==> src/rtl/i2cm_pkg.sv <==
// ----------------------------------------------------------------------------
// i2cm_pkg
// Shared types and constants for the I2C master register controller: register
// indexes, bit positions, result kinds, bus phases and the inter-module structs.
// ----------------------------------------------------------------------------
package i2cm_pkg;

    // Default sizes
    localparam int unsigned RX_DEPTH_DEF  = 256;
    localparam int unsigned REG_WORDS_DEF = 16;

    // Register index width from a 6-bit byte offset
    localparam int unsigned IDX_W = 4;

    // Item opcodes
    localparam logic [1:0] OP_WRITE = 2'd0;
    localparam logic [1:0] OP_READ  = 2'd1;
    localparam logic [1:0] OP_REPLY = 2'd2;

    // Register word indexes
    localparam logic [IDX_W-1:0] W_TX   = 4'd0;
    localparam logic [IDX_W-1:0] W_RX   = 4'd1;
    localparam logic [IDX_W-1:0] W_CNT  = 4'd2;
    localparam logic [IDX_W-1:0] W_STA  = 4'd5;
    localparam logic [IDX_W-1:0] W_MASK = 4'd6;
    localparam logic [IDX_W-1:0] W_CTL  = 4'd7;
    localparam logic [IDX_W-1:0] W_VER  = 4'd10;
    localparam logic [IDX_W-1:0] W_RDC  = 4'd11;

    // Status bit positions
    localparam int unsigned STA_XIP  = 28;
    localparam int unsigned STA_XEN  = 27;
    localparam int unsigned STA_NAK  = 21;
    localparam int unsigned STA_MRF  = 20;
    localparam int unsigned STA_MRNE = 19;

    // TX and CTL bit positions
    localparam int unsigned TX_START    = 8;
    localparam int unsigned TX_STOP     = 9;
    localparam int unsigned TX_READ     = 10;
    localparam int unsigned CTL_RXRESET = 10;

    // Fixed read values
    localparam logic [31:0] RX_EMPTY_WORD = 32'h0000_0100;
    localparam logic [31:0] VERSION_WORD  = 32'd2;

    // Result kinds
    typedef enum logic [2:0] {
        K_NONE  = 3'd0,
        K_READ  = 3'd1,
        K_START = 3'd2,
        K_SEND  = 3'd3,
        K_RECV  = 3'd4,
        K_STOP  = 3'd5
    } t_kind;

    // Bus phase: which reply the block waits for
    typedef enum logic [2:0] {
        PH_IDLE       = 3'd0,
        PH_START      = 3'd1,
        PH_RESTART_RX = 3'd2,
        PH_RESTART_TX = 3'd3,
        PH_SEND       = 3'd4,
        PH_RECV       = 3'd5
    } t_phase;

    // One result item
    typedef struct packed {
        t_kind       kind;
        logic [31:0] read_data;
        logic [6:0]  target;
        logic        dir_read;
        logic [7:0]  send_byte;
        logic        irq;
    } t_result;

    // RX FIFO command from the controller
    typedef struct packed {
        logic       push;
        logic       pop;
        logic       clear;
        logic [7:0] data;
    } t_rx_cmd;

endpackage

==> src/rtl/i2cm_regmem.sv <==
// ----------------------------------------------------------------------------
// i2cm_regmem
// Register word memory: one write and one registered read port, with a valid
// bit per word so that unwritten words read as zero after reset.
// ----------------------------------------------------------------------------
module i2cm_regmem
    import i2cm_pkg::*;
#(
    parameter int unsigned REG_WORDS = REG_WORDS_DEF
) (
    input  logic                         i_clk,
    input  logic                         i_rst_n,
    input  logic                         i_rd_en,
    input  logic [$clog2(REG_WORDS)-1:0] i_rd_addr,
    input  logic                         i_wr_en,
    input  logic [$clog2(REG_WORDS)-1:0] i_wr_addr,
    input  logic [31:0]                  i_wr_data,
    output logic [31:0]                  o_rd_data
);

    logic [31:0]          r_mem [REG_WORDS];
    logic [REG_WORDS-1:0] r_valid;
    logic [31:0]          r_rd_data;
    logic                 r_rd_valid;

    // Storage and registered read
    always_ff @(posedge i_clk) begin
        if (i_wr_en) begin
            r_mem[i_wr_addr] <= i_wr_data;
        end
        if (i_rd_en) begin
            r_rd_data <= r_mem[i_rd_addr];
        end
    end

    // Written flags, cleared by reset
    always_ff @(posedge i_clk) begin
        if (!i_rst_n) begin
            r_valid    <= '0;
            r_rd_valid <= 1'b0;
        end else begin
            if (i_wr_en) begin
                r_valid[i_wr_addr] <= 1'b1;
            end
            if (i_rd_en) begin
                r_rd_valid <= r_valid[i_rd_addr];
            end
        end
    end

    assign o_rd_data = r_rd_valid ? r_rd_data : '0;

endmodule

==> src/rtl/i2cm_rxfifo.sv <==
// ----------------------------------------------------------------------------
// i2cm_rxfifo
// Receive byte FIFO in a synchronous memory. The head byte is read ahead into
// a register; a push while full drops the byte.
// ----------------------------------------------------------------------------
module i2cm_rxfifo
    import i2cm_pkg::*;
#(
    parameter int unsigned RX_DEPTH = RX_DEPTH_DEF
) (
    input  logic                           i_clk,
    input  logic                           i_rst_n,
    input  logic                           i_rd_en,
    input  t_rx_cmd                        i_cmd,
    output logic [7:0]                     o_rd_data,
    output logic [$clog2(RX_DEPTH+1)-1:0]  o_count
);

    localparam int unsigned PW = $clog2(RX_DEPTH);
    localparam int unsigned CW = $clog2(RX_DEPTH + 1);

    logic [7:0]    r_mem [RX_DEPTH];
    logic [7:0]    r_rd_data;
    logic [PW-1:0] r_head;
    logic [PW-1:0] r_tail;
    logic [CW-1:0] r_count;
    logic [PW-1:0] n_head;
    logic [PW-1:0] n_tail;
    logic          push_ok;
    logic          pop_ok;

    assign push_ok = i_cmd.push && (r_count != CW'(RX_DEPTH));
    assign pop_ok  = i_cmd.pop && (r_count != '0);

    // Pointer wrap for any depth
    assign n_head = (r_head == PW'(RX_DEPTH - 1)) ? '0 : r_head + 1'b1;
    assign n_tail = (r_tail == PW'(RX_DEPTH - 1)) ? '0 : r_tail + 1'b1;

    // Byte storage and head read
    always_ff @(posedge i_clk) begin
        if (push_ok && !i_cmd.clear) begin
            r_mem[r_tail] <= i_cmd.data;
        end
        if (i_rd_en) begin
            r_rd_data <= r_mem[r_head];
        end
    end

    // Pointers and fill count
    always_ff @(posedge i_clk) begin
        if (!i_rst_n) begin
            r_head  <= '0;
            r_tail  <= '0;
            r_count <= '0;
        end else if (i_cmd.clear) begin
            r_head  <= '0;
            r_tail  <= '0;
            r_count <= '0;
        end else if (push_ok) begin
            r_tail  <= n_tail;
            r_count <= r_count + 1'b1;
        end else if (pop_ok) begin
            r_head  <= n_head;
            r_count <= r_count - 1'b1;
        end
    end

    assign o_rd_data = r_rd_data;
    assign o_count   = r_count;

endmodule

==> src/rtl/i2cm_ctrl.sv <==
// ----------------------------------------------------------------------------
// i2cm_ctrl
// Item execution: decodes one item against the data read from the memories,
// runs the bus phase machine, keeps status, mask and threshold, and forms the
// write-back, the FIFO command and the result.
// ----------------------------------------------------------------------------
module i2cm_ctrl
    import i2cm_pkg::*;
#(
    parameter int unsigned RX_DEPTH = RX_DEPTH_DEF
) (
    input  logic                          i_clk,
    input  logic                          i_rst_n,
    input  logic                          i_exec,
    input  logic [1:0]                    i_op,
    input  logic [IDX_W-1:0]              i_idx,
    input  logic [31:0]                   i_wd,
    input  logic                          i_nak,
    input  logic [7:0]                    i_rb,
    input  logic [31:0]                   i_reg_rdata,
    input  logic [7:0]                    i_rx_rdata,
    input  logic [$clog2(RX_DEPTH+1)-1:0] i_rx_count,
    output logic                          o_reg_wr_en,
    output logic [31:0]                   o_reg_wr_data,
    output t_rx_cmd                       o_rx_cmd,
    output t_result                       o_result
);

    t_phase      r_phase, n_phase;
    logic        r_in_transfer, n_in_transfer;
    logic        r_receiving, n_receiving;
    logic        r_stop_pending, n_stop_pending;
    logic [7:0]  r_receive_left, n_receive_left;
    logic [7:0]  r_receive_asked, n_receive_asked;
    logic [6:0]  r_target, n_target;
    logic [31:0] r_sta, n_sta;
    logic [31:0] r_mask, n_mask;
    logic [7:0]  r_rdc_thr, n_rdc_thr;
    logic [7:0]  r_tx_byte, n_tx_byte;
    logic [31:0] cnt_ext;
    logic        do_fin;
    logic        do_fin_rx;

    assign cnt_ext = 32'(i_rx_count);

    // State registers
    always_ff @(posedge i_clk) begin
        if (!i_rst_n) begin
            r_phase         <= PH_IDLE;
            r_in_transfer   <= 1'b0;
            r_receiving     <= 1'b0;
            r_stop_pending  <= 1'b0;
            r_receive_left  <= '0;
            r_receive_asked <= '0;
            r_target        <= '0;
            r_sta           <= '0;
            r_mask          <= '0;
            r_rdc_thr       <= '0;
            r_tx_byte       <= '0;
        end else begin
            r_phase         <= n_phase;
            r_in_transfer   <= n_in_transfer;
            r_receiving     <= n_receiving;
            r_stop_pending  <= n_stop_pending;
            r_receive_left  <= n_receive_left;
            r_receive_asked <= n_receive_asked;
            r_target        <= n_target;
            r_sta           <= n_sta;
            r_mask          <= n_mask;
            r_rdc_thr       <= n_rdc_thr;
            r_tx_byte       <= n_tx_byte;
        end
    end

    // Item decode, phase machine and result
    always_comb begin
        n_phase         = r_phase;
        n_in_transfer   = r_in_transfer;
        n_receiving     = r_receiving;
        n_stop_pending  = r_stop_pending;
        n_receive_left  = r_receive_left;
        n_receive_asked = r_receive_asked;
        n_target        = r_target;
        n_sta           = r_sta;
        n_mask          = r_mask;
        n_rdc_thr       = r_rdc_thr;
        n_tx_byte       = r_tx_byte;
        o_result        = '0;
        o_result.kind   = K_NONE;
        o_reg_wr_en     = 1'b0;
        o_reg_wr_data   = i_wd;
        o_rx_cmd        = '0;
        o_rx_cmd.data   = i_rb;
        do_fin          = 1'b0;
        do_fin_rx       = 1'b0;

        if (i_exec) begin
            unique case (i_op)
                OP_WRITE: begin
                    if (i_idx == W_TX) begin
                        // TX word; ignored while a reply is awaited
                        if (r_phase == PH_IDLE) begin
                            o_reg_wr_en    = 1'b1;
                            n_tx_byte      = i_wd[7:0];
                            n_stop_pending = i_wd[TX_STOP];
                            if (i_wd[TX_START]) begin
                                n_receiving      = i_wd[0];
                                n_target         = i_wd[7:1];
                                o_result.kind    = K_START;
                                o_result.target  = i_wd[7:1];
                                o_result.dir_read = i_wd[0];
                                n_phase          = PH_START;
                            end else if (r_in_transfer) begin
                                if (i_wd[TX_READ]) begin
                                    n_receive_left  = i_wd[7:0];
                                    n_receive_asked = i_wd[7:0];
                                    if (!r_receiving) begin
                                        // turn around to receive
                                        n_receiving       = 1'b1;
                                        o_result.kind     = K_START;
                                        o_result.target   = r_target;
                                        o_result.dir_read = 1'b1;
                                        n_phase           = PH_RESTART_RX;
                                    end else if (i_wd[7:0] != '0) begin
                                        o_result.kind = K_RECV;
                                        n_phase       = PH_RECV;
                                    end else begin
                                        do_fin_rx = 1'b1;
                                    end
                                end else if (r_receiving) begin
                                    // turn around to send
                                    n_receiving       = 1'b0;
                                    o_result.kind     = K_START;
                                    o_result.target   = r_target;
                                    o_result.dir_read = 1'b0;
                                    n_phase           = PH_RESTART_TX;
                                end else begin
                                    o_result.kind      = K_SEND;
                                    o_result.send_byte = i_wd[7:0];
                                    n_phase            = PH_SEND;
                                end
                            end else begin
                                n_stop_pending = 1'b0;
                            end
                        end
                    end else if (i_idx == W_STA) begin
                        n_sta = r_sta & ~i_wd;
                    end else if (i_idx == W_CTL) begin
                        o_rx_cmd.clear = i_wd[CTL_RXRESET];
                        o_reg_wr_en    = 1'b1;
                        o_reg_wr_data  = '0;
                    end else begin
                        o_reg_wr_en = 1'b1;
                        if (i_idx == W_MASK) begin
                            n_mask = i_wd;
                        end
                        if (i_idx == W_RDC) begin
                            n_rdc_thr = i_wd[15:8];
                        end
                    end
                end
                OP_READ: begin
                    o_result.kind = K_READ;
                    if (i_idx == W_RX) begin
                        if (i_rx_count == '0) begin
                            o_result.read_data = RX_EMPTY_WORD;
                        end else begin
                            o_result.read_data = {24'd0, i_rx_rdata};
                            o_rx_cmd.pop       = 1'b1;
                        end
                    end else if (i_idx == W_CNT) begin
                        o_result.read_data = {i_reg_rdata[31:16], cnt_ext[7:0], 8'd0};
                    end else if (i_idx == W_VER) begin
                        o_result.read_data = VERSION_WORD;
                    end else if (i_idx == W_STA) begin
                        o_result.read_data = r_sta;
                    end else begin
                        o_result.read_data = i_reg_rdata;
                    end
                end
                OP_REPLY: begin
                    unique case (r_phase)
                        PH_START: begin
                            if (i_nak) begin
                                n_sta[STA_NAK] = 1'b1;
                                n_stop_pending = 1'b0;
                                n_phase        = PH_IDLE;
                            end else begin
                                n_in_transfer  = 1'b1;
                                n_sta[STA_XIP] = 1'b1;
                                do_fin         = 1'b1;
                            end
                        end
                        PH_RESTART_RX: begin
                            if (i_nak) begin
                                n_sta[STA_NAK] = 1'b1;
                                n_stop_pending = 1'b0;
                                n_phase        = PH_IDLE;
                            end else if (r_receive_left != '0) begin
                                o_result.kind = K_RECV;
                                n_phase       = PH_RECV;
                            end else begin
                                do_fin_rx = 1'b1;
                            end
                        end
                        PH_RESTART_TX: begin
                            if (i_nak) begin
                                n_sta[STA_NAK] = 1'b1;
                                n_stop_pending = 1'b0;
                                n_phase        = PH_IDLE;
                            end else begin
                                o_result.kind      = K_SEND;
                                o_result.send_byte = r_tx_byte;
                                n_phase            = PH_SEND;
                            end
                        end
                        PH_SEND: begin
                            if (i_nak) begin
                                n_sta[STA_NAK] = 1'b1;
                            end
                            do_fin = 1'b1;
                        end
                        PH_RECV: begin
                            o_rx_cmd.push = 1'b1;
                            if (r_receive_left != '0) begin
                                n_receive_left = r_receive_left - 1'b1;
                            end
                            if (n_receive_left != '0) begin
                                o_result.kind = K_RECV;
                            end else begin
                                do_fin_rx = 1'b1;
                            end
                        end
                        default: begin
                            n_phase = PH_IDLE;
                        end
                    endcase
                end
                default: begin
                end
            endcase
        end

        // End of a receive run: flag data and threshold
        if (do_fin_rx) begin
            if (n_receive_asked != '0) begin
                n_sta[STA_MRNE] = 1'b1;
                if (n_receive_asked >= r_rdc_thr) begin
                    n_sta[STA_MRF] = 1'b1;
                end
            end
            do_fin = 1'b1;
        end

        // End of a word: optional stop
        if (do_fin) begin
            if (n_stop_pending && n_in_transfer) begin
                o_result.kind  = K_STOP;
                n_sta[STA_XEN] = 1'b1;
                n_in_transfer  = 1'b0;
            end
            n_stop_pending = 1'b0;
            n_phase        = PH_IDLE;
        end

        o_result.irq = |(n_sta & n_mask);
    end

endmodule

==> src/rtl/i2c_master_register_controller.sv <==
// ----------------------------------------------------------------------------
// i2c_master_register_controller
// I2C master behind 32-bit registers, driven by register and bus reply items.
// ----------------------------------------------------------------------------
// Each accepted item gives exactly one result item. In the accept cycle the
// register word and the RX FIFO head byte are read from their synchronous
// memories, and in the next cycle the item is executed, the memories are
// written back and the result is registered. With these registered memory
// reads the block cannot take a new item until the current one has executed;
// the input stalls while an item executes or while an unclaimed result is
// held. No clearing pass is needed after reset: register words carry written
// flags and read as zero until written.
module i2c_master_register_controller
    import i2cm_pkg::*;
#(
    parameter int unsigned RX_DEPTH  = RX_DEPTH_DEF,
    parameter int unsigned REG_WORDS = REG_WORDS_DEF
) (
    input  logic        i_clk,
    input  logic        i_rst_n,
    input  logic        i_in_valid,
    output logic        o_in_stall,
    input  logic [1:0]  i_opcode,
    input  logic [5:0]  i_reg_offset,
    input  logic [31:0] i_write_data,
    input  logic        i_reply_nak,
    input  logic [7:0]  i_reply_byte,
    output logic        o_out_valid,
    input  logic        i_out_stall,
    output logic [2:0]  o_result_kind,
    output logic [31:0] o_read_data,
    output logic [6:0]  o_target_address,
    output logic        o_direction_read,
    output logic [7:0]  o_send_byte,
    output logic        o_irq_level
);

    localparam int unsigned AW = $clog2(REG_WORDS);
    localparam int unsigned CW = $clog2(RX_DEPTH + 1);

    logic             accept;
    logic             r_busy;
    logic [1:0]       r_op;
    logic [IDX_W-1:0] r_idx;
    logic [31:0]      r_wd;
    logic             r_nak;
    logic [7:0]       r_rb;
    logic             r_out_valid;
    t_result          r_out;
    t_result          result;
    t_rx_cmd          rx_cmd;
    logic             reg_wr_en;
    logic [31:0]      reg_wr_data;
    logic [31:0]      reg_rdata;
    logic [7:0]       rx_rdata;
    logic [CW-1:0]    rx_count;

    // Input handshake: one item in flight
    assign o_in_stall = r_busy || (r_out_valid && i_out_stall);
    assign accept     = i_in_valid && !o_in_stall;

    // Busy flag for the execute cycle
    always_ff @(posedge i_clk) begin
        if (!i_rst_n) begin
            r_busy <= 1'b0;
        end else begin
            r_busy <= accept;
        end
    end

    // Item capture
    always_ff @(posedge i_clk) begin
        if (accept) begin
            r_op  <= i_opcode;
            r_idx <= i_reg_offset[5:2];
            r_wd  <= i_write_data;
            r_nak <= i_reply_nak;
            r_rb  <= i_reply_byte;
        end
    end

    i2cm_regmem #(
        .REG_WORDS (REG_WORDS)
    ) u_regmem (
        .i_clk     (i_clk),
        .i_rst_n   (i_rst_n),
        .i_rd_en   (accept),
        .i_rd_addr (AW'(i_reg_offset[5:2])),
        .i_wr_en   (reg_wr_en),
        .i_wr_addr (AW'(r_idx)),
        .i_wr_data (reg_wr_data),
        .o_rd_data (reg_rdata)
    );

    i2cm_rxfifo #(
        .RX_DEPTH (RX_DEPTH)
    ) u_rxfifo (
        .i_clk     (i_clk),
        .i_rst_n   (i_rst_n),
        .i_rd_en   (accept),
        .i_cmd     (rx_cmd),
        .o_rd_data (rx_rdata),
        .o_count   (rx_count)
    );

    i2cm_ctrl #(
        .RX_DEPTH (RX_DEPTH)
    ) u_ctrl (
        .i_clk         (i_clk),
        .i_rst_n       (i_rst_n),
        .i_exec        (r_busy),
        .i_op          (r_op),
        .i_idx         (r_idx),
        .i_wd          (r_wd),
        .i_nak         (r_nak),
        .i_rb          (r_rb),
        .i_reg_rdata   (reg_rdata),
        .i_rx_rdata    (rx_rdata),
        .i_rx_count    (rx_count),
        .o_reg_wr_en   (reg_wr_en),
        .o_reg_wr_data (reg_wr_data),
        .o_rx_cmd      (rx_cmd),
        .o_result      (result)
    );

    // Output register
    always_ff @(posedge i_clk) begin
        if (!i_rst_n) begin
            r_out_valid <= 1'b0;
        end else if (r_busy) begin
            r_out_valid <= 1'b1;
        end else if (!i_out_stall) begin
            r_out_valid <= 1'b0;
        end
    end

    always_ff @(posedge i_clk) begin
        if (r_busy) begin
            r_out <= result;
        end
    end

    assign o_out_valid      = r_out_valid;
    assign o_result_kind    = r_out.kind;
    assign o_read_data      = r_out.read_data;
    assign o_target_address = r_out.target;
    assign o_direction_read = r_out.dir_read;
    assign o_send_byte      = r_out.send_byte;
    assign o_irq_level      = r_out.irq;

endmodule

==> config.mk <==
export PLATFORM = sky130hd
export DESIGN_NAME = i2c_master_register_controller
export DESIGN_NICKNAME = d
export VERILOG_FILES = /design/src/rtl/i2cm_pkg.sv /design/src/rtl/i2cm_regmem.sv /design/src/rtl/i2cm_rxfifo.sv /design/src/rtl/i2cm_ctrl.sv /design/src/rtl/i2c_master_register_controller.sv
export SDC_FILE = /design/constraint.sdc
export NUM_CORES = 2
export LEC_CHECK = 0
export BUFFER_PORTS_ARGS = -buffer_cell sky130_fd_sc_hd__buf_4
export CAP_MARGIN = 20
export CELL_PAD_IN_SITES_DETAIL_PLACEMENT = 0
export CELL_PAD_IN_SITES_GLOBAL_PLACEMENT = 1
export CORE_MARGIN = 3
export CORE_UTILIZATION = 35
export DETAILED_ROUTE_END_ITERATION = 10
export GPL_ROUTABILITY_DRIVEN = 0
export GPL_TIMING_DRIVEN = 1
export PLACE_DENSITY = 0.58
export SYNTH_ARGS = -nofsm -noshare
export SYNTH_HDL_FRONTEND = slang
export SYNTH_SLANG_ARGS = --single-unit
==> constraint.sdc <==
create_clock -name i_clk -period 13.6 [get_ports i_clk]
set_input_delay 1.36 -clock i_clk [delete_from_list [all_inputs] [get_ports i_clk]]
set_output_delay 1.36 -clock i_clk [all_outputs]
set_load 0.01 [all_outputs]
**Word-level counts from Yosys, hierarchy flattened**

Memory sizes are Yosys's and may differ from the RTL's. A register that Yosys moved wholly into a read port is not among the register bits.
Cells that the tools add are included.

- Add/sub/neg operators: 5
- Order comparisons: 4
- Equality and inequality tests: 29
- Multiplexer cells: 159
- Bitwise logic cells: 9
- Reductions and logical operators: 36

Operators by type and width:

| operator | number |
|---|---|
| two-way mux 32 bit | 19 |
| two-way mux 8 bit | 30 |
| two-way mux 3 bit | 26 |
| AND 32 bit | 2 |
| two-way mux 1 bit | 61 |
| NOT 32 bit | 1 |
| case mux 8 bit (2 select lines) | 2 |
| nonzero test 8 bit | 4 |
| OR reduction 32 bit | 1 |
| two-way mux 9 bit | 3 |
| two-way mux 21 bit | 1 |
| case mux 3 bit (3 select lines) | 2 |
| adder 8 x 1 -> 8 bit (second input constant) | 2 |
| == test 8 bit (second input constant) | 2 |
| two-way mux 16 bit | 1 |
| OR 16 bit | 1 |
| == test 4 x 3 -> 1 bit (second input constant) | 3 |
| case mux 1 bit (2 select lines) | 6 |
| case mux 3 bit (4 select lines) | 1 |
| less-than comparator 4 x 5 -> 1 bit (second input constant) | 2 |
| AND reduction 5 bit | 2 |
| adder 9 x 1 -> 9 bit (second input constant) | 1 |
| zero test 9 bit | 1 |
| inequality test 9 bit (second input constant) | 1 |
| other kinds (41) | 67 |

- Register bits: 252
- RAM bits: 2560
- Input bits: 53
- Output and inout bits: 54
- Logic and storage cells: 273
- Memories kept: 2

Memories:

| memory | depth | width | read ports | clocked after Yosys merged registers in | wr ports | RTL line | text |
|---|---|---|---|---|---|---|---|
| u_rxfifo.r_mem | 256 | 8 | 1 | 1 | 1 | i2cm_rxfifo.sv:22 | `logic [7:0] r_mem [RX_DEPTH];` |
| u_regmem.r_mem | 16 | 32 | 1 | 1 | 1 | i2cm_regmem.sv:21 | `logic [31:0] r_mem [REG_WORDS];` |

**Longest topological paths before layout**

- Word-level depth: 14
- Gate-level depth with buffers: 15
- Mapped depth without buffers: 13

**Hierarchy**

A second synthesis with hierarchy kept.

- Cells, all modules: 5864
- Area total of the unflattened synthesis: 112773.2 sq um

Modules (own cells, without submodules):

| module | times used | cells an instance | area an instance (sq um) | sequential area each (sq um) |
|---|---|---|---|---|
| i2cm_rxfifo | 1 | 4001 | 81682.1 | 62239.7 |
| i2cm_regmem | 1 | 852 | 21125.3 | 16676.0 |
| i2cm_ctrl | 1 | 905 | 6916.6 | 2182.1 |
| i2c_master_register_controller | 1 | 106 | 3049.2 | 3012.9 |

**Worst setup path before layout**

Ideal clock, no wire load.

- Path kind: flip-flop to flip-flop
- Start: register r_busy
- End: memory u_regmem.r_mem[3][0], enable pin
- Setup time: 505 ps
- Arrival time: 5253 ps
- Required time: 13095 ps
- Setup slack: 7843 ps
- Stages on the path, launching flop included: 4
- Path buffers: 1
- Period minus slack after synthesis: 5757 ps
- Path through: dfxtp_1 or3b_1 buf_2 nor4_1

- Word-level cells in the longest chain between the ends: 3

RTL lines:

| element | RTL line | text |
|---|---|---|
| start, declared | i2c_master_register_controller.sv:42 | `logic r_busy;` |
| start signal, assigned | i2c_master_register_controller.sv:67 | `r_busy <= accept;` |
| two-way mux 1 bit | i2cm_ctrl.sv:97 | `if (i_exec) begin` |
| two-way mux 1 bit | i2cm_regmem.sv:28 | `if (i_wr_en) begin` |
| two-way mux 1 bit (not written as such) | i2cm_regmem.sv:29 | `r_mem[i_wr_addr] <= i_wr_data;` |
| end, declared | i2cm_regmem.sv:21 |  |

Every way passes these cells.

==> results.md <==
- Drt initial violations: about 5300
- Leakage: about 0.038 uW
- Vias: ~54000
- Critical path class: reg2reg
- GR Util All Layers: 0.175
- Slew @ Worst Pin: about 1.3 ns
- Final wirelength: approximately 290000 microns
- Power density cells: 141 mW/mm^2
- Area of the multi-input gates: about 0.025 sq mm
- Vias in the first global route: 55400
- Part of the Yosys area used for sequential elements: 0.763
- First-pass GRT wire length: roughly 410000 microns
- Fillers: around 28000
- Share of cells above drive strength 1: 0.236
- Clock root cell: clkbuf_16
- CTS max path bufs: 4
- Vias per cell: 5.44
- HP Class: reg2reg
- Final hold violations: 0
- Final core occ: 0.400
- CP Capture Type: flip-flop
- DRC viols: 0
- Initial antenna violation count: 20
- Die height: about 570 microns
- Post-layout min period: approximately 5.3 ns
- Detailed Place HPWL: about 170000 microns
- Core area: 0.313 sq mm
- Status: finished, final reports clean
- EDFF count, synth: roughly 2700
- Final Slew Violations: 0
- CTS Sinks: around 2900
- Sequential cell area: around 0.084 sq mm
- Synth Flop Type: edfxtp_1
- Largest net degree at the start of global routing: about 220
- TritonCTS buffer count: around 300
- Initial core utilization: 0.353
- Post-CTS Resized: 0
- YS warnings: 0
- # IOs: between 100 and 150
- Hold buffer count at CTS: 0
- Post-synth ARST share: 0
- Largest area contributor in the netlist: edfxtp_1
- Max Fclk: 190 MHz
- Worst-path clk slew: 0.06 ns
- Rows: ~210
- Clock Skew: slightly below 0.06 ns
- Top cells by area, synth: edfxtp_1 73%, mux4_2 14%, dfxtp_1 2.8%
- Fin crit share: 0.386
- Synth top area share: 0.735
- Total negative slack: 0 ns
- Antenna Nets Post-Route: 0
- Max rail drop VDD: 80.6 uV
- Synth unique cells: 81
- Final net count: approximately 5700
- CP max FO: slightly below 80
- Startpoint types: flip-flop
- Synth Register Bits: approximately 2900
- Die W: between 500 and 600 microns
- Skew-Pair Late Insertion Delay: between 0.8 and 0.9 ns
- Post-CTS Setup Inserts: 0
- Max Cap Viol: 0
- CTS tree: yes
- Syn Inst Count: 5429
- DIE AREA: around 0.32 sq mm
- CP Data Required Time: around 14 ns
- Avg Synthesized Cell Area: between 20 and 25 sq um
- Area growth from synthesis to layout: 13.5%
- Unrepaired setup endpoints after global routing: no
- Final setup fails: 0
- Port Buffers: about 100
- Slew HR: 0.121
- Gr ovfl total: 0
- WL/cell: a little under 30 microns
- Post-synth design cell area: between 0.1 and 0.15 sq mm
- Drt first pass iters: 5
- Worst Path Arrival: approximately 5.8 ns
- H-tree depth: 5
==> routing by layer <==
layer / vias up / track usage / share of wire
met5: - / 0 / 0.000094
li1: 22800 / - / -
met3: 387 / 0.0268 / 0.060
met2: 1640 / 0.280 / 0.48
met1: 29500 / 0.252 / 0.44
met4: 4 / 0.0466 / 0.024
==> power by group <==
part / switching [uW] / internal, uW
logic: 238 / 87.7
clock network: 3310 / 4370
registers: 42.8 / 9660
==> cell families after synthesis <==
logic type               count (synthesis)  synth area share
buffers and inverters                  369            0.0136
multiplexers                           767             0.148
other                                    1         0.0000340
AO/OA/AOI/OAI                          566            0.0358
flip-flops                            2852             0.763
AND/OR/NAND/NOR                        834            0.0354
adder cells (fa/ha/maj)                 25           0.00290
XOR/XNOR                                15           0.00119
==> metrics by stage <==
step | instance area [sq um] | hold WS, ns | total power (uW) | cells | worst slack, ns
6_report | 125000 | 0.459 | 17700 | 9992 | 8.35
5_1_grt | 125000 | 0.478 | 18300 | 9988 | 8.03
4_1_cts | 125000 | 0.459 | 17900 | 9984 | 8.38
3_5_place_dp | 116000 | 0.446 | 10200 | 9472 | 8.36
3_3_place_gp | 116000 | 0.440 | 10200 | 9471 | 8.37
2_1_floorplan | 110000 | 0.425 | 10100 | 5460 | 7.84
==> final timing paths <==
| check | to | slack, ns | cells after the start | start |
|---|---|---|---|---|
| worst max-delay path | u_rxfifo.o_rd_data[2] | 8.35 | 8 | u_rxfifo.r_head[0] |
| worst min-delay path | u_ctrl.r_target[2] | 0.46 | 2 | u_ctrl.r_target[2] |
| worst max register to register | u_rxfifo.o_rd_data[2] | 8.35 | 8 | u_rxfifo.r_head[0] |
| worst min register to register | u_ctrl.r_target[2] | 0.46 | 2 | u_ctrl.r_target[2] |
==> cell usage in the layout (no fill, tap or decap), types with 13 or more instances in the layout <==
cell type | netlist | routed
or3_1 | 13 | 13
o21ai_0 | 68 | 68
a211oi_1 | 17 | 17
mux2_2 | 33 | 33
clkbuf_16 | 0 | 304
dfxtp_1 | 153 | 148
nand3_1 | 62 | 50
nor2_1 | 386 | 376
clkbuf_1 | 236 | 76
a21boi_0 | 16 | 16
nor3_1 | 37 | 33
edfxtp_1 | 2699 | 2699
mux2i_1 | 42 | 42
conb_1 | 1 | 32
nand2b_1 | 19 | 19
mux4_2 | 691 | 691
and3_1 | 32 | 32
nand2_1 | 123 | 123
a22oi_1 | 116 | 116
inv_1 | 27 | 26
clkinv_1 | 1 | 58
buf_4 | 9 | 200
nor2b_1 | 46 | 42
a221oi_1 | 57 | 57
a22o_1 | 67 | 67
a21oi_1 | 124 | 124
clkinv_2 | 0 | 37
o22ai_1 | 32 | 32
ha_1 | 24 | 24
and2_1 | 53 | 51
==> cells in the mapped netlist (9+ instances only) <==
library cell	number
a32oi_1	9
nand3_1	62
mux2_2	33
buf_4	9
clkbuf_1	236
nor2b_1	46
a221oi_1	57
ha_1	24
o22ai_1	32
buf_2	60
nor3_1	37
dfxtp_1	153
inv_1	27
nand2b_1	19
buf_1	34
a211oi_1	17
nor4_1	10
o21ai_0	68
a22oi_1	116
a21oi_1	124
and2_1	53
or3_1	13
xnor2_1	9
mux4_2	691
a21boi_0	16
nor2_1	386
edfxtp_1	2699
a22o_1	67
mux2i_1	42
or4_1	9
and3_1	32
nand2_1	123
==> area by class of cell <==
type | count | share of cell area
Timing Repair Buffer | 216 | 0.0144
Multi-Input combinational cell | 2239 | 0.200
Antenna cell | 5 | 0.0000999
Clock buffer | 387 | 0.0638
Tap cell | 4140 | 0.0414
Sequential cell | 2852 | 0.672
Inverter | 28 | 0.000839
Clock inverter | 125 | 0.00800
==> state kept, by name, summed over array words and instances (netlist names), 9 cells and up <==
register            count
u_rxfifo.r_mem       2048
u_regmem.r_mem        512
o_read_data            32
r_wd                   32
u_ctrl.r_mask          32
u_ctrl.r_sta           32
u_regmem.r_rd_data     32
u_regmem.r_valid       16
u_rxfifo.o_count        9
==> critical path, stage by stage, from the launching register on <==
cell	delay, ns
dfxtp_4	0.60
buf_12	0.53
buf_4	0.80
mux4_2	0.59
a22o_1	0.22
a221oi_1	0.31
o22ai_1	0.28
o311ai_0	1.12
o221ai_1	0.32
No activity file was read; power rests on OpenSTA's default activity.
